--- config.mk ---
export PLATFORM = sky130hd
export DESIGN_NAME = polyline_bezier_smoother_unit
export DESIGN_NICKNAME = d
export VERILOG_FILES = /design/src/sv/pbs_pkg.sv /design/src/sv/pbs_datapath.sv /design/src/sv/pbs_ctrl.sv /design/src/sv/polyline_bezier_smoother_unit.sv
export SDC_FILE = /design/constraint.sdc
export NUM_CORES = 2
export LEC_CHECK = 0
export CELL_PAD_IN_SITES_DETAIL_PLACEMENT = 1
export CELL_PAD_IN_SITES_GLOBAL_PLACEMENT = 1
export CORE_MARGIN = 2
export CORE_UTILIZATION = 35
export DETAILED_ROUTE_END_ITERATION = 8
export DONT_BUFFER_PORTS = 1
export GPL_TIMING_DRIVEN = 0
export HOLD_SLACK_MARGIN = 0.03
export PLACE_DENSITY = 0.58
export SETUP_SLACK_MARGIN = 0.15
export SLEW_MARGIN = 10
export SYNTH_ARGS = -nofsm -noshare
export SYNTH_HDL_FRONTEND = slang
export SYNTH_SLANG_ARGS = --single-unit
--- constraint.sdc ---
create_clock -name clk -period 12 [get_ports clk]
set_clock_uncertainty 0.2 [all_clocks]
set_input_delay 1.2 -clock clk [delete_from_list [all_inputs] [get_ports clk]]
set_output_delay 1.2 -clock clk [all_outputs]
set_load 0.02 [all_outputs]
--- src/sv/pbs_pkg.sv ---
// Shared types and constants for the polyline Bezier smoother.
// Holds the controller states, the datapath command and status structs and the port widths.
// Depends on nothing; every other file imports it.
package pbs_pkg;

  localparam int DATA_W             = 32;
  localparam int TDATA_W            = 2 * DATA_W;
  localparam int DEF_SUBDIV_LEVELS  = 4;
  localparam int DEF_COORD_WIDTH    = 32;

  typedef enum logic [2:0] {
    S_IDLE,
    S_TWO,
    S_TWO_END,
    S_LOAD1,
    S_LOAD2,
    S_CHK,
    S_RUN,
    S_TAIL
  } pbs_state_t;

  typedef enum logic [2:0] {
    EM_FIRST,
    EM_V,
    EM_MID_FV,
    EM_MID_FS,
    EM_CURVE
  } emit_sel_t;

  typedef enum logic [1:0] {
    LD_NONE,
    LD_CURVE1,
    LD_CURVE2
  } load_sel_t;

  typedef struct packed {
    logic      accept;
    logic      start_line;
    logic      shift;
    logic      set_second;
    load_sel_t load;
    logic      s_raw;
    logic      e_raw;
    logic      init_run;
    logic      split;
    logic      pop;
    logic      emit;
    emit_sel_t emit_sel;
    logic      lor;
    logic      eol;
  } pbs_cmd_t;

  typedef struct packed {
    logic degen;
    logic level_zero;
    logic sp_zero;
    logic out_free;
  } pbs_status_t;

endpackage

--- src/sv/pbs_datapath.sv ---
// Datapath of the polyline Bezier smoother: vertex registers, curve registers,
// subdivision stack, the floor-midpoint arithmetic and the output register.
// Depends on pbs_pkg; driven by pbs_ctrl through pbs_cmd_t.
module pbs_datapath
  import pbs_pkg::*;
#(
  parameter int SUBDIV_LEVELS = DEF_SUBDIV_LEVELS,
  parameter int COORD_WIDTH   = DEF_COORD_WIDTH
) (
  input  logic               clk,
  input  logic               rst_n,
  input  pbs_cmd_t           cmd_i,
  output pbs_status_t        status_o,
  input  logic [TDATA_W-1:0] in_tdata,
  output logic               out_tvalid,
  input  logic               out_tready,
  output logic [TDATA_W-1:0] out_tdata,
  output logic               out_tlast,
  output logic [0:0]         out_tuser
);

  localparam int CW    = COORD_WIDTH;
  localparam int LVL_W = $clog2(SUBDIV_LEVELS + 1);
  localparam int IDX_W = (SUBDIV_LEVELS > 1) ? $clog2(SUBDIV_LEVELS) : 1;

  function automatic logic signed [CW-1:0] mid_f(input logic signed [CW-1:0] a,
                                                 input logic signed [CW-1:0] b);
    logic signed [CW:0] sum;
    sum = {a[CW-1], a} + {b[CW-1], b};
    return sum[CW:1];
  endfunction

  logic signed [CW-1:0] in_x, in_y;
  logic signed [CW-1:0] v_x_r, v_y_r, first_x_r, first_y_r, second_x_r, second_y_r;
  logic signed [CW-1:0] older_x_r, older_y_r, prev_x_r, prev_y_r;
  logic signed [CW-1:0] s_x_r, s_y_r, c_x_r, c_y_r, e_x_r, e_y_r;
  logic signed [CW-1:0] stk_sx [SUBDIV_LEVELS];
  logic signed [CW-1:0] stk_sy [SUBDIV_LEVELS];
  logic signed [CW-1:0] stk_cx [SUBDIV_LEVELS];
  logic signed [CW-1:0] stk_cy [SUBDIV_LEVELS];
  logic signed [CW-1:0] stk_ex [SUBDIV_LEVELS];
  logic signed [CW-1:0] stk_ey [SUBDIV_LEVELS];
  logic [LVL_W-1:0]     stk_lvl [SUBDIV_LEVELS];
  logic [LVL_W-1:0]     sp_r, lvl_r, sp_m1;
  logic signed [CW-1:0] lc_x, lc_y, rc_x, rc_y, m_x, m_y;
  logic signed [CW-1:0] emit_x, emit_y;
  logic                 out_valid_r, out_last_r, out_eol_r;
  logic [DATA_W-1:0]    out_x_r, out_y_r;
  logic                 out_free;

  assign in_x  = in_tdata[CW-1:0];
  assign in_y  = in_tdata[DATA_W+CW-1:DATA_W];
  assign sp_m1 = sp_r - LVL_W'(1);

  assign lc_x = mid_f(s_x_r, c_x_r);
  assign lc_y = mid_f(s_y_r, c_y_r);
  assign rc_x = mid_f(c_x_r, e_x_r);
  assign rc_y = mid_f(c_y_r, e_y_r);
  assign m_x  = mid_f(lc_x, rc_x);
  assign m_y  = mid_f(lc_y, rc_y);

  assign out_free = !out_valid_r || out_tready;

  assign status_o.degen      = (s_x_r == c_x_r && s_y_r == c_y_r) ||
                               (c_x_r == e_x_r && c_y_r == e_y_r);
  assign status_o.level_zero = (lvl_r == '0);
  assign status_o.sp_zero    = (sp_r == '0);
  assign status_o.out_free   = out_free;

  always_comb begin
    case (cmd_i.emit_sel)
      EM_FIRST: begin
        emit_x = first_x_r;
        emit_y = first_y_r;
      end
      EM_V: begin
        emit_x = v_x_r;
        emit_y = v_y_r;
      end
      EM_MID_FV: begin
        emit_x = mid_f(first_x_r, v_x_r);
        emit_y = mid_f(first_y_r, v_y_r);
      end
      EM_MID_FS: begin
        emit_x = mid_f(first_x_r, second_x_r);
        emit_y = mid_f(first_y_r, second_y_r);
      end
      EM_CURVE: begin
        emit_x = e_x_r;
        emit_y = e_y_r;
      end
      default: begin
        emit_x = e_x_r;
        emit_y = e_y_r;
      end
    endcase
  end

  always_ff @(posedge clk) begin
    if (cmd_i.accept) begin
      v_x_r <= in_x;
      v_y_r <= in_y;
    end
    if (cmd_i.start_line) begin
      first_x_r <= in_x;
      first_y_r <= in_y;
    end
    if (cmd_i.set_second) begin
      second_x_r <= v_x_r;
      second_y_r <= v_y_r;
    end
    if (cmd_i.start_line) begin
      prev_x_r <= in_x;
      prev_y_r <= in_y;
    end else if (cmd_i.shift) begin
      older_x_r <= prev_x_r;
      older_y_r <= prev_y_r;
      prev_x_r  <= v_x_r;
      prev_y_r  <= v_y_r;
    end
    case (cmd_i.load)
      LD_CURVE1: begin
        s_x_r <= cmd_i.s_raw ? older_x_r : mid_f(older_x_r, prev_x_r);
        s_y_r <= cmd_i.s_raw ? older_y_r : mid_f(older_y_r, prev_y_r);
        c_x_r <= prev_x_r;
        c_y_r <= prev_y_r;
        e_x_r <= cmd_i.e_raw ? v_x_r : mid_f(prev_x_r, v_x_r);
        e_y_r <= cmd_i.e_raw ? v_y_r : mid_f(prev_y_r, v_y_r);
      end
      LD_CURVE2: begin
        s_x_r <= mid_f(prev_x_r, v_x_r);
        s_y_r <= mid_f(prev_y_r, v_y_r);
        c_x_r <= v_x_r;
        c_y_r <= v_y_r;
        e_x_r <= mid_f(v_x_r, second_x_r);
        e_y_r <= mid_f(v_y_r, second_y_r);
      end
      LD_NONE: begin
        if (cmd_i.split) begin
          c_x_r <= lc_x;
          c_y_r <= lc_y;
          e_x_r <= m_x;
          e_y_r <= m_y;
        end else if (cmd_i.pop) begin
          s_x_r <= stk_sx[sp_m1[IDX_W-1:0]];
          s_y_r <= stk_sy[sp_m1[IDX_W-1:0]];
          c_x_r <= stk_cx[sp_m1[IDX_W-1:0]];
          c_y_r <= stk_cy[sp_m1[IDX_W-1:0]];
          e_x_r <= stk_ex[sp_m1[IDX_W-1:0]];
          e_y_r <= stk_ey[sp_m1[IDX_W-1:0]];
        end
      end
      default: begin
      end
    endcase
    if (cmd_i.split) begin
      stk_sx[sp_r[IDX_W-1:0]]  <= m_x;
      stk_sy[sp_r[IDX_W-1:0]]  <= m_y;
      stk_cx[sp_r[IDX_W-1:0]]  <= rc_x;
      stk_cy[sp_r[IDX_W-1:0]]  <= rc_y;
      stk_ex[sp_r[IDX_W-1:0]]  <= e_x_r;
      stk_ey[sp_r[IDX_W-1:0]]  <= e_y_r;
      stk_lvl[sp_r[IDX_W-1:0]] <= lvl_r - LVL_W'(1);
    end
    if (cmd_i.emit) begin
      out_x_r    <= DATA_W'(emit_x);
      out_y_r    <= DATA_W'(emit_y);
      out_last_r <= cmd_i.lor;
      out_eol_r  <= cmd_i.eol;
    end
  end

  always_ff @(posedge clk) begin
    if (!rst_n) begin
      sp_r        <= '0;
      lvl_r       <= '0;
      out_valid_r <= 1'b0;
    end else begin
      if (cmd_i.init_run) begin
        sp_r  <= '0;
        lvl_r <= LVL_W'(SUBDIV_LEVELS);
      end else if (cmd_i.split) begin
        sp_r  <= sp_r + LVL_W'(1);
        lvl_r <= lvl_r - LVL_W'(1);
      end else if (cmd_i.pop) begin
        sp_r  <= sp_m1;
        lvl_r <= stk_lvl[sp_m1[IDX_W-1:0]];
      end
      if (cmd_i.emit) begin
        out_valid_r <= 1'b1;
      end else if (out_tready) begin
        out_valid_r <= 1'b0;
      end
    end
  end

  assign out_tvalid = out_valid_r;
  assign out_tdata  = {out_y_r, out_x_r};
  assign out_tlast  = out_last_r;
  assign out_tuser  = out_eol_r;

  a_emit_free: assert property (@(posedge clk) disable iff (!rst_n)
    cmd_i.emit |-> (!out_valid_r || out_tready))
    else $error("result loaded while output register is held");
  a_sp_bound: assert property (@(posedge clk) disable iff (!rst_n)
    sp_r <= LVL_W'(SUBDIV_LEVELS))
    else $error("subdivision stack overflow");
  a_split_level: assert property (@(posedge clk) disable iff (!rst_n)
    cmd_i.split |-> (lvl_r != '0))
    else $error("split requested at leaf level");
  a_pop_nonempty: assert property (@(posedge clk) disable iff (!rst_n)
    cmd_i.pop |-> (sp_r != '0) && (lvl_r == '0))
    else $error("pop from empty stack or from an inner node");

endmodule

--- src/sv/pbs_ctrl.sv ---
// Controller of the polyline Bezier smoother: line bookkeeping and the
// sequencing of curve loads, subdivision steps and result transfers.
// Depends on pbs_pkg; commands pbs_datapath.
module pbs_ctrl
  import pbs_pkg::*;
(
  input  logic        clk,
  input  logic        rst_n,
  input  logic        in_tvalid,
  output logic        in_tready,
  input  logic        in_tlast,
  input  logic [1:0]  in_tuser,
  input  pbs_status_t status_i,
  output pbs_cmd_t    cmd_o
);

  pbs_state_t st_r, st_nxt, after_curve;
  logic [1:0] count_r, count_nxt;
  logic       closed_r, closed_nxt, last_r, last_nxt, cur2_r, cur2_nxt;
  logic       in_acc, new_line, trailing;

  assign in_acc   = in_tvalid && in_tready;
  assign new_line = in_tuser[0] || (count_r == 2'd0);
  assign trailing = last_r && closed_r;

  always_comb begin
    if (cur2_r) begin
      after_curve = S_TAIL;
    end else if (trailing) begin
      after_curve = S_LOAD2;
    end else begin
      after_curve = S_IDLE;
    end
  end

  always_comb begin
    st_nxt     = st_r;
    count_nxt  = count_r;
    closed_nxt = closed_r;
    last_nxt   = last_r;
    cur2_nxt   = cur2_r;
    case (st_r)
      S_IDLE: begin
        if (in_acc) begin
          if (new_line) begin
            closed_nxt = in_tuser[1];
            count_nxt  = in_tlast ? 2'd0 : 2'd1;
          end else begin
            last_nxt = in_tlast;
            st_nxt   = (count_r == 2'd1) ? S_TWO : S_LOAD1;
          end
        end
      end
      S_TWO: begin
        if (status_i.out_free) begin
          if (last_r) begin
            st_nxt = S_TWO_END;
          end else begin
            count_nxt = 2'd2;
            st_nxt    = S_IDLE;
          end
        end
      end
      S_TWO_END: begin
        if (status_i.out_free) begin
          count_nxt = 2'd0;
          st_nxt    = S_IDLE;
        end
      end
      S_LOAD1: begin
        cur2_nxt  = 1'b0;
        count_nxt = last_r ? 2'd0 : 2'd3;
        st_nxt    = S_CHK;
      end
      S_LOAD2: begin
        cur2_nxt = 1'b1;
        st_nxt   = S_CHK;
      end
      S_CHK: begin
        st_nxt = status_i.degen ? after_curve : S_RUN;
      end
      S_RUN: begin
        if (status_i.level_zero && status_i.out_free && status_i.sp_zero) begin
          st_nxt = after_curve;
        end
      end
      S_TAIL: begin
        if (status_i.out_free) begin
          st_nxt = S_IDLE;
        end
      end
      default: begin
        st_nxt = S_IDLE;
      end
    endcase
  end

  always_comb begin
    in_tready = 1'b0;
    cmd_o     = '0;
    cmd_o.load     = LD_NONE;
    cmd_o.emit_sel = EM_CURVE;
    case (st_r)
      S_IDLE: begin
        in_tready        = 1'b1;
        cmd_o.accept     = in_acc;
        cmd_o.start_line = in_acc && new_line;
      end
      S_TWO: begin
        cmd_o.emit       = status_i.out_free;
        cmd_o.set_second = status_i.out_free;
        if (last_r) begin
          cmd_o.emit_sel = EM_FIRST;
        end else begin
          cmd_o.emit_sel = closed_r ? EM_MID_FV : EM_FIRST;
          cmd_o.lor      = 1'b1;
          cmd_o.shift    = status_i.out_free;
        end
      end
      S_TWO_END: begin
        cmd_o.emit     = status_i.out_free;
        cmd_o.emit_sel = EM_V;
        cmd_o.lor      = 1'b1;
        cmd_o.eol      = 1'b1;
      end
      S_LOAD1: begin
        cmd_o.load  = LD_CURVE1;
        cmd_o.s_raw = !closed_r && (count_r == 2'd2);
        cmd_o.e_raw = !closed_r && last_r;
        cmd_o.shift = !last_r;
      end
      S_LOAD2: begin
        cmd_o.load = LD_CURVE2;
      end
      S_CHK: begin
        cmd_o.init_run = !status_i.degen;
      end
      S_RUN: begin
        if (!status_i.level_zero) begin
          cmd_o.split = 1'b1;
        end else if (status_i.out_free) begin
          cmd_o.emit = 1'b1;
          cmd_o.pop  = !status_i.sp_zero;
          cmd_o.lor  = status_i.sp_zero && !trailing;
          cmd_o.eol  = status_i.sp_zero && !trailing && last_r;
        end
      end
      S_TAIL: begin
        cmd_o.emit     = status_i.out_free;
        cmd_o.emit_sel = EM_MID_FS;
        cmd_o.lor      = 1'b1;
        cmd_o.eol      = 1'b1;
      end
      default: begin
        in_tready = 1'b0;
      end
    endcase
  end

  always_ff @(posedge clk) begin
    if (!rst_n) begin
      st_r     <= S_IDLE;
      count_r  <= 2'd0;
      closed_r <= 1'b0;
      last_r   <= 1'b0;
      cur2_r   <= 1'b0;
    end else begin
      st_r     <= st_nxt;
      count_r  <= count_nxt;
      closed_r <= closed_nxt;
      last_r   <= last_nxt;
      cur2_r   <= cur2_nxt;
    end
  end

  a_accept_idle: assert property (@(posedge clk) disable iff (!rst_n)
    in_acc && !new_line |=> (st_r == S_TWO || st_r == S_LOAD1))
    else $error("accepted vertex did not start its work");
  a_tail_closed: assert property (@(posedge clk) disable iff (!rst_n)
    (st_r == S_TAIL || st_r == S_LOAD2) |-> (last_r && closed_r))
    else $error("closing work entered for a line that is not closed and ending");
  a_line_end: assert property (@(posedge clk) disable iff (!rst_n)
    (cmd_o.eol && cmd_o.emit) |=> (count_r == 2'd0))
    else $error("end of line sent while the line stays open");

endmodule

--- src/sv/polyline_bezier_smoother_unit.sv ---
// Polyline smoother that replaces each interior vertex by a subdivided quadratic Bezier.
// Top level: joins pbs_ctrl and pbs_datapath. Depends on pbs_pkg.
//
// Usage: vertices enter on the in_ channel; in_tdata carries x (bits 31:0) and y (63:32),
// in_tlast marks the line's final vertex, in_tuser[0] starts a new line and in_tuser[1]
// says the line is closed. Smoothed points leave on the out_ channel with x and y packed
// the same way, out_tlast on the last point caused by a vertex and out_tuser[0] on the
// final point of the line.
// Sequencing: a vertex is accepted in the idle state only, one at a time. A line's first vertex
// is only stored; a second vertex sends one point, two when it ends the line. An interior vertex
// is accepted, its curve loaded and tested, then one subdivision step or, while the output
// register is free, one point transfer is made per cycle. A curve with a repeated control
// point is not subdivided and sends no points.
// The closing vertex of a closed line runs two curves and one extra point.
// The first point appears in the cycle after it is formed.
// Reset clears the line state and empties the output register. When the receiver stalls,
// the point waits in the output register and no further point is loaded until it is taken.
module polyline_bezier_smoother_unit
  import pbs_pkg::*;
#(
  parameter int SUBDIV_LEVELS = DEF_SUBDIV_LEVELS,
  parameter int COORD_WIDTH   = DEF_COORD_WIDTH
) (
  input  logic               clk,
  input  logic               rst_n,
  input  logic               in_tvalid,
  output logic               in_tready,
  input  logic [TDATA_W-1:0] in_tdata,   // x, y
  input  logic               in_tlast,
  input  logic [1:0]         in_tuser,   // first_point, closed
  output logic               out_tvalid,
  input  logic               out_tready,
  output logic [TDATA_W-1:0] out_tdata,  // out_x, out_y
  output logic               out_tlast,
  output logic [0:0]         out_tuser   // end_of_line
);

  pbs_cmd_t    cmd;
  pbs_status_t status;

  pbs_ctrl u_ctrl (
    .clk       (clk),
    .rst_n     (rst_n),
    .in_tvalid (in_tvalid),
    .in_tready (in_tready),
    .in_tlast  (in_tlast),
    .in_tuser  (in_tuser),
    .status_i  (status),
    .cmd_o     (cmd)
  );

  pbs_datapath #(
    .SUBDIV_LEVELS (SUBDIV_LEVELS),
    .COORD_WIDTH   (COORD_WIDTH)
  ) u_datapath (
    .clk        (clk),
    .rst_n      (rst_n),
    .cmd_i      (cmd),
    .status_o   (status),
    .in_tdata   (in_tdata),
    .out_tvalid (out_tvalid),
    .out_tready (out_tready),
    .out_tdata  (out_tdata),
    .out_tlast  (out_tlast),
    .out_tuser  (out_tuser)
  );

endmodule
Word-level counts from Yosys, hierarchy flattened

Memories as Yosys holds them, arrays and structs flattened.
Index checks and enable logic that the tools add are counted.

Output and inout port bits: 68
Input port bits: 71
Word-level logic and storage cells: 209
Memories kept: 7
Flip-flop bits (word level): 593
RAM bits: 780

Bitwise gates (word level): 3
Add/subtract/negate cells: 19
Muxes and demuxes: 78
Reduce and logical (&&, ||, !) cells: 44
Equal/unequal tests: 29

Memory list:

| memory            | words | width | rd ports | clocked after memory_dff | write ports | line               | source |
|---|---|---|---|---|---|---|---|
| u_datapath.stk_cx | 4     | 32    | 1        | 0                        | 1           | pbs_datapath.sv:39 | `logic signed [CW-1:0] stk_cx [SUBDIV_LEVELS];` |
| u_datapath.stk_cy | 4     | 32    | 1        | 0                        | 1           | pbs_datapath.sv:40 | `logic signed [CW-1:0] stk_cy [SUBDIV_LEVELS];` |
| u_datapath.stk_ex | 4     | 32    | 1        | 0                        | 1           | pbs_datapath.sv:41 | `logic signed [CW-1:0] stk_ex [SUBDIV_LEVELS];` |
| u_datapath.stk_ey | 4     | 32    | 1        | 0                        | 1           | pbs_datapath.sv:42 | `logic signed [CW-1:0] stk_ey [SUBDIV_LEVELS];` |
| u_datapath.stk_sx | 4     | 32    | 1        | 0                        | 1           | pbs_datapath.sv:37 | `logic signed [CW-1:0] stk_sx [SUBDIV_LEVELS];` |
| u_datapath.stk_sy | 4     | 32    | 1        | 0                        | 1           | pbs_datapath.sv:38 | `logic signed [CW-1:0] stk_sy [SUBDIV_LEVELS];` |
| 1 more memories   | n/a   | n/a   | n/a      | n/a                      | n/a         | n/a                |  |

Operator list:

| kind                                                  | number |
|---|---|
| two-way mux 32 bit                                    | 20 |
| one-hot mux 32 bit (3 select lines)                   | 6 |
| adder 32 x 32 -> 33 bit                               | 16 |
| one-hot mux 32 bit (4 select lines)                   | 2 |
| == test 32 bit                                        | 4 |
| two-way mux 3 bit                                     | 14 |
| two-way mux 2 bit                                     | 16 |
| one-hot mux 3 bit (6 select lines)                    | 1 |
| == test 3 x 2 -> 1 bit, second input constant         | 4 |
| == test 3 bit, second input constant                  | 4 |
| logical NOT 3 bit                                     | 4 |
| inequality test 2 x 1 -> 1 bit, second input constant | 6 |
| logical AND 1 bit                                     | 11 |
| two-way mux 1 bit                                     | 11 |
| one-hot mux 3 bit (3 select lines)                    | 1 |
| AND reduction 3 bit                                   | 3 |
| inequality test 2 bit, second input constant          | 4 |
| one-hot mux 1 bit (2 select lines)                    | 4 |
| one-hot mux 2 bit (4 select lines)                    | 1 |
| nonzero test 2 bit                                    | 4 |
| == test 3 x 1 -> 1 bit, second input constant         | 2 |
| logical NOT 1 bit                                     | 6 |
| AND reduction 6 bit                                   | 1 |
| nonzero test 3 bit                                    | 2 |
| other kinds (15)                                      | 26 |

Depth between registers and ports, before layout

Depth after elaboration: 8
Depth in mapped cells: 29
Depth with buffers taken out: 27

Cells and area by module

Synthesis repeated with hierarchy kept, for this count alone.

Cell total of the unflattened synthesis: 6162
Area, all modules: 76831.2 um2

By module, submodules not included:

| module       | sequential area each (um2) | area each (um2) | cells each | instances |
|---|---|---|---|---|
| pbs_datapath | 40919.2                    | 76103.0         | 6065       | 1 |
| pbs_ctrl     | 160.2                      | 728.2           | 97         | 1 |

Worst setup path after synthesis

Ideal clock, no wire load.

Kind: input -> register
Start: input out_tready
End: register u_datapath.prev_x_r[0] (enable)
Cell stages on the path: 7
Setup time: 423 ps
Required time: 11377 ps
Buffers on the path: 1
Setup slack: 864 ps
Arrival: 10513 ps
Cell sequence: nor2b_1 -> clkbuf_1 -> nor3_1 -> nor2_1 -> nor2_1 -> inv_1 -> nand2_1

Longest elaborated chain between the ends: 4

Ends and longest elaborated chain:

| item                                | line                                | source |
|---|---|---|
| start, declared                     | polyline_bezier_smoother_unit.sv:32 | `input logic out_tready,` |
| logical OR 1 bit                    | pbs_datapath.sv:62                  | `assign out_free = !out_valid_r \|\| out_tready;` |
| two-way mux 1 bit                   | pbs_ctrl.sv:112                     | `if (last_r) begin` |
| one-hot mux 1 bit (2 select lines)  | pbs_ctrl.sv:103                     | `case (st_r)` |
| nonzero test 2 bit (no source line) | n/a                                 |  |
| end signal, assigned                | pbs_datapath.sv:113                 | `prev_x_r <= in_x;` |
| end signal, assigned                | pbs_datapath.sv:118                 | `prev_x_r <= v_x_r;` |
| end, declared                       | pbs_datapath.sv:35                  | `logic signed [CW-1:0] older_x_r, older_y_r, prev_x_r, prev_y_r;` |

No other way between the ends.
A chain may end at the register's enable or synchronous reset.

Worst setup path in the final report

Start: register u_datapath.sp_r[0]
End: register u_datapath.s_y_r[16] (data pin)

Longest elaborated chain between the ends: 5

Ends and longest elaborated chain:

| item                                | line                | source |
|---|---|---|
| start, declared                     | pbs_datapath.sv:44  | `logic [LVL_W-1:0] sp_r, lvl_r, sp_m1;` |
| start signal, assigned              | pbs_datapath.sv:183 | `sp_r <= sp_r + LVL_W'(1);` |
| start signal, assigned              | pbs_datapath.sv:186 | `sp_r <= sp_m1;` |
| subtractor 3 x 1 -> 3 bit           | pbs_datapath.sv:53  | `assign sp_m1 = sp_r - LVL_W'(1);` |
| memory (4 x 32 bit)                 | n/a                 |  |
| two-way mux 32 bit                  | pbs_datapath.sv:144 | `end else if (cmd_i.pop) begin` |
| two-way mux 32 bit                  | pbs_datapath.sv:139 | `if (cmd_i.split) begin` |
| one-hot mux 32 bit (3 select lines) | pbs_datapath.sv:121 | `case (cmd_i.load)` |
| end signal, assigned                | pbs_datapath.sv:124 | `s_y_r <= cmd_i.s_raw ? older_y_r : mid_f(older_y_r, prev_y_r);` |
| end signal, assigned                | pbs_datapath.sv:132 | `s_y_r <= mid_f(prev_y_r, v_y_r);` |
| end signal, assigned                | pbs_datapath.sv:146 | `s_y_r <= stk_sy[sp_m1[IDX_W-1:0]];` |
| end, declared                       | pbs_datapath.sv:36  | `logic signed [CW-1:0] s_x_r, s_y_r, c_x_r, c_y_r, e_x_r, e_y_r;` |

No other way between the ends. The select of a mux whose other input is x is not followed.

==> results.md <==
Run status:
- The run finished with clean final reports.

Power and ir drop:
- The power density over cell area is 295 nW/µm².
- The maximum VDD drop is 0.221 mV.
- In this run the static leakage power is 30.3 nW.
- The design draws 25.4 mW.

Synthesis:
- The Yosys step of the flow raised 0 warnings.
- The async set-or-reset flop fraction in the synthesized netlist is 0%.
- The main combinational cell family by area after synthesis is compound AO/OA/AOI/OAI gates.
- The synthesized net count is approximately 6,900.
- The synthesized netlist occupies a cell area of 76,300 µm².
- The cell count after synthesis came out at 6,329.
- The count of flip-flops with a built-in enable after synthesis is 1,358.
- The distinct cell type count of the synthesized netlist is 122.
- The post-synthesis adder-cell area fraction is 7.66%.
- A synthesized cell averages about 12 µm².
- The compound-gate portion of the synthesized area is roughly 15%.
- The most used flip-flop cell after synthesis is sky130_fd_sc_hd__edfxtp_1.
- Of the total synthesized cell area, the portion taken by AND, OR, NAND and NOR gates is 9.78%.
- The fraction of synthesized area in multiplexers is 7.08%.
- Sequential elements use 53.8% of the synthesized area.
- The parity-gate share of the synthesized area counting xor and xnor cells is 4.30%.
- The synthesis-stage register bit count is 1,373.

Finish:
- Excluding fillers, the count of instances in the completed layout stands at 9,511.
- Fill cells in the final layout number roughly 23,000.
- The library cell used most frequently in the layout, excluding fill and tap cells, is sky130_fd_sc_hd__edfxtp_1.
- In the layout the commonest cells are 1,358 x sky130_fd_sc_hd__edfxtp_1, 714 x sky130_fd_sc_hd__nand2_1, 571 x sky130_fd_sc_hd__a21oi_1.
- The final cell utilization of the core is between 30% and 40%.
- The net count of the finished layout is 7,058.
- The fraction of final layout cells with drive strength greater than 1 is roughly 10%.
- The area added between synthesis and finish is 12.5%.
- The finished cells cover 85,900 µm².

Routing:
- The number of search-and-repair iterations in the first detailed-routing pass is 6.
- Detailed routing inserted a total of 58,800 vias.
- The remaining design rule violation count is 0.
- In this run, the number of DRC markers left after iteration 0 of detailed routing was 7,834.
- The routed wirelength normalized by instance count is 35.8 µm.
- The overall routed net length is between 300,000 and 400,000 µm.
- The post-detailed-route via-to-cell ratio is 6.18.
- The number of nets with antenna violations after routing is 0.

Global route:
- The largest net degree at the start of global routing is 52.
- The initial antenna violation count is 18.
- For this run, the total global-route usage over all layers was measured as 30.0%.
- The total overflow reported by the global router is 0.
- The via count of the first global-routing pass was 57,600.
- The first global-routing pass estimated 463,000 µm of wire.

Placement:
- Summed over all nets, the half-perimeter wirelength after detailed placement is 269,000 µm.
- OpenSTA, run right after detailed placement, puts the worst setup slack at between 4 and 5 ns.
- The congestion estimate from routability-driven global placement came to 1.06.
- Input and output buffers added on the ports amount to 0.
- The number of placed instances, taps included is 9,230.
- After detailed placement, the total cell area comes to 81,000 µm².

Critical path:
- The worst register-to-register path has a setup slack of 3.93 ns.
- Data on the critical path arrives at its endpoint at 8.33 ns.
- On the worst path, the slowest cell contributes a delay of 0.95 ns.
- By startpoint and endpoint, the worst setup path is classified as register to register.
- The family of cells with the greatest summed delay on the critical path is buffers and inverters.
- The cell seen most often among critical-path stages is sky130_fd_sc_hd__clkbuf_1.
- The required arrival time at the worst endpoint is 12.26 ns.
- Of all nets on the critical path, the largest fanout is 10.
- The startpoint class of the critical path is a register.
- The critical path contains buffers and inverters numbering 9 combined.
- STA classifies the critical path endpoint as a register.
- Traced cell by cell, the critical path runs through clkbuf_2 -> buf_1 -> buf_2 -> buf_2 -> inv_1 -> ha_1 -> clkbuf_1 -> clkbuf_1 -> clkbuf_2 -> clkbuf_1 -> mux4_2 -> nand2_1 -> o221ai_1.
- The cell with the largest stage delay on the worst path is sky130_fd_sc_hd__buf_1.

Timing:
- Setup slack closes at 3.93 ns.
- For the final routed database, the setup TNS stands at 0 ns.
- The final number of hold-violating endpoints came to 0.
- For the pin with the worst max-slew slack, the measured transition is 1.42 ns.
- Setup violations remaining at the end of the flow were counted as 0.
- The count of pins over their slew limit is 0.
- Of the available clock period, the critical path in the final layout requires 67.3%.
- Setup repair after global routing left no endpoint under its margin.
- The worst relative slew slack is 5.10%.
- The minimum clock period is 8.07 ns.
- The worst hold slack is 0.247 ns.
- The highest achievable clock rate is 124 MHz.

Clocking:
- CTS saw between 1,000 and 1,500 sinks.
- The clock latency reported for the late side of the worst-skew pair is around 0.83 ns.
- The number of hold buffers added after cts is 0.
- The clock tree from TritonCTS is built.
- Clock tree synthesis selected as its root buffer the cell sky130_fd_sc_hd__clkbuf_16.
- The register clock-pin slew on the reported worst setup and hold paths is 0.07 ns.
- The level count of the clock H-tree is 4.
- The maximum clock path buffer count is 3.
- Gates resized during post-CTS repair numbered 0.
- The number of buffers inserted during clock tree synthesis is 150.
- Buffers added to address setup during post-CTS repair amount to 0.

Job:
- The count of max-cap constraint violations is 0.

Floorplan:
- The floorplan step defined a die boundary enclosing 222,000 µm².
- The horizontal die dimension is 471 µm.
- The core region is 217,000 µm².
- During I/O placement, the number of pins put on the boundary was around 140.
- The die is 471 µm tall.
- The effective utilization at floorplan is around a third.
- The initialized floorplan defines 171 standard-cell rows.

Hold path:
- The class of the worst hold path is register to register.
==> final cells by class <==
| type | instances | area [µm²] | area share (%) |
|---|---|---|---|
| inverter | 138 | 520 | 0.606 |
| multi-input combinational | 4536 | 33700 | 39.3 |
| clock inverter | 78 | 701 | 0.816 |
| sequential | 1373 | 41100 | 47.8 |
| buffer | 282 | 1140 | 1.33 |
| timing repair buffer | 48 | 980 | 1.14 |
| antenna | 8 | 20.0 | 0.0233 |
| tap | 2854 | 3570 | 4.16 |
| clock buffer | 194 | 4140 | 4.82 |
==> state kept, by name, indices dropped and copies added (netlist names), 128 cells and up <==
register           cells
u_datapath.stk_ex    128
u_datapath.stk_cx    128
u_datapath.stk_cy    128
u_datapath.stk_sy    128
u_datapath.stk_ey    128
u_datapath.stk_sx    128
==> path summary, 6_finish.rpt <==
check / depth (start not counted) / to / from
worst max-delay path: 13 / u_datapath.s_y_r[16]$_DFFE_PP_ / u_datapath.sp_r[0]$_SDFFE_PP0P_
worst max register to register: 13 / u_datapath.s_y_r[16]$_DFFE_PP_ / u_datapath.sp_r[0]$_SDFFE_PP0P_
worst min register to register: 0 / u_datapath.second_y_r[0]$_DFFE_PP_ / u_datapath.v_y_r[0]$_DFFE_PP_
worst min-delay path: 0 / u_datapath.second_y_r[0]$_DFFE_PP_ / u_datapath.v_y_r[0]$_DFFE_PP_
==> cells by family (layout without fill, tap and decap cells) <==
group,Yosys count,in the layout
XOR/XNOR,368,368
AND/OR/NAND/NOR,1636,1636
other,0,8
adder cells (fa/ha/maj),459,459
AO/OA/AOI/OAI,1785,1785
multiplexers,288,288
flip-flops,1373,1373
buffers and inverters,420,740
==> synthesized netlist by cell type, drive strengths merged, types with 45 or more instances <==
cell       n  share of area, %
inv      138              0.68
nor3      71              0.49
nand2b    64              0.52
nor2b     56              0.46
nand2    718               3.5
mux2      63              0.93
xor2     144               1.7
a21oi    575               3.8
o21bai    51              0.50
clkbuf   217               1.1
a222oi    53              0.70
edfxtp  1358                53
nor4      45              0.38
a21o     171               1.7
ha       444               7.3
o21ai    366               2.4
buf       65              0.34
a31oi     53              0.46
o21a      64              0.63
mux4     195               5.8
nor2     374               1.8
xnor2    222               2.6
a211oi    61              0.62
nand3    105              0.69
==> per-layer routing <==
layer,up-vias,track usage [%],wire length (µm)
li1,24900,-,-
met1,30400,44.1,150000
met2,3055,42.8,140000
met3,487,6.61,36100
met4,6,11.5,13900
met5,-,0,42
==> power breakdown <==
group          internal [mW]  switching, mW
Combinational           3.79           8.74
Sequential              7.20          0.945
Clock                   2.65           2.03
Note: power is estimated with default switching activity, not from simulation.
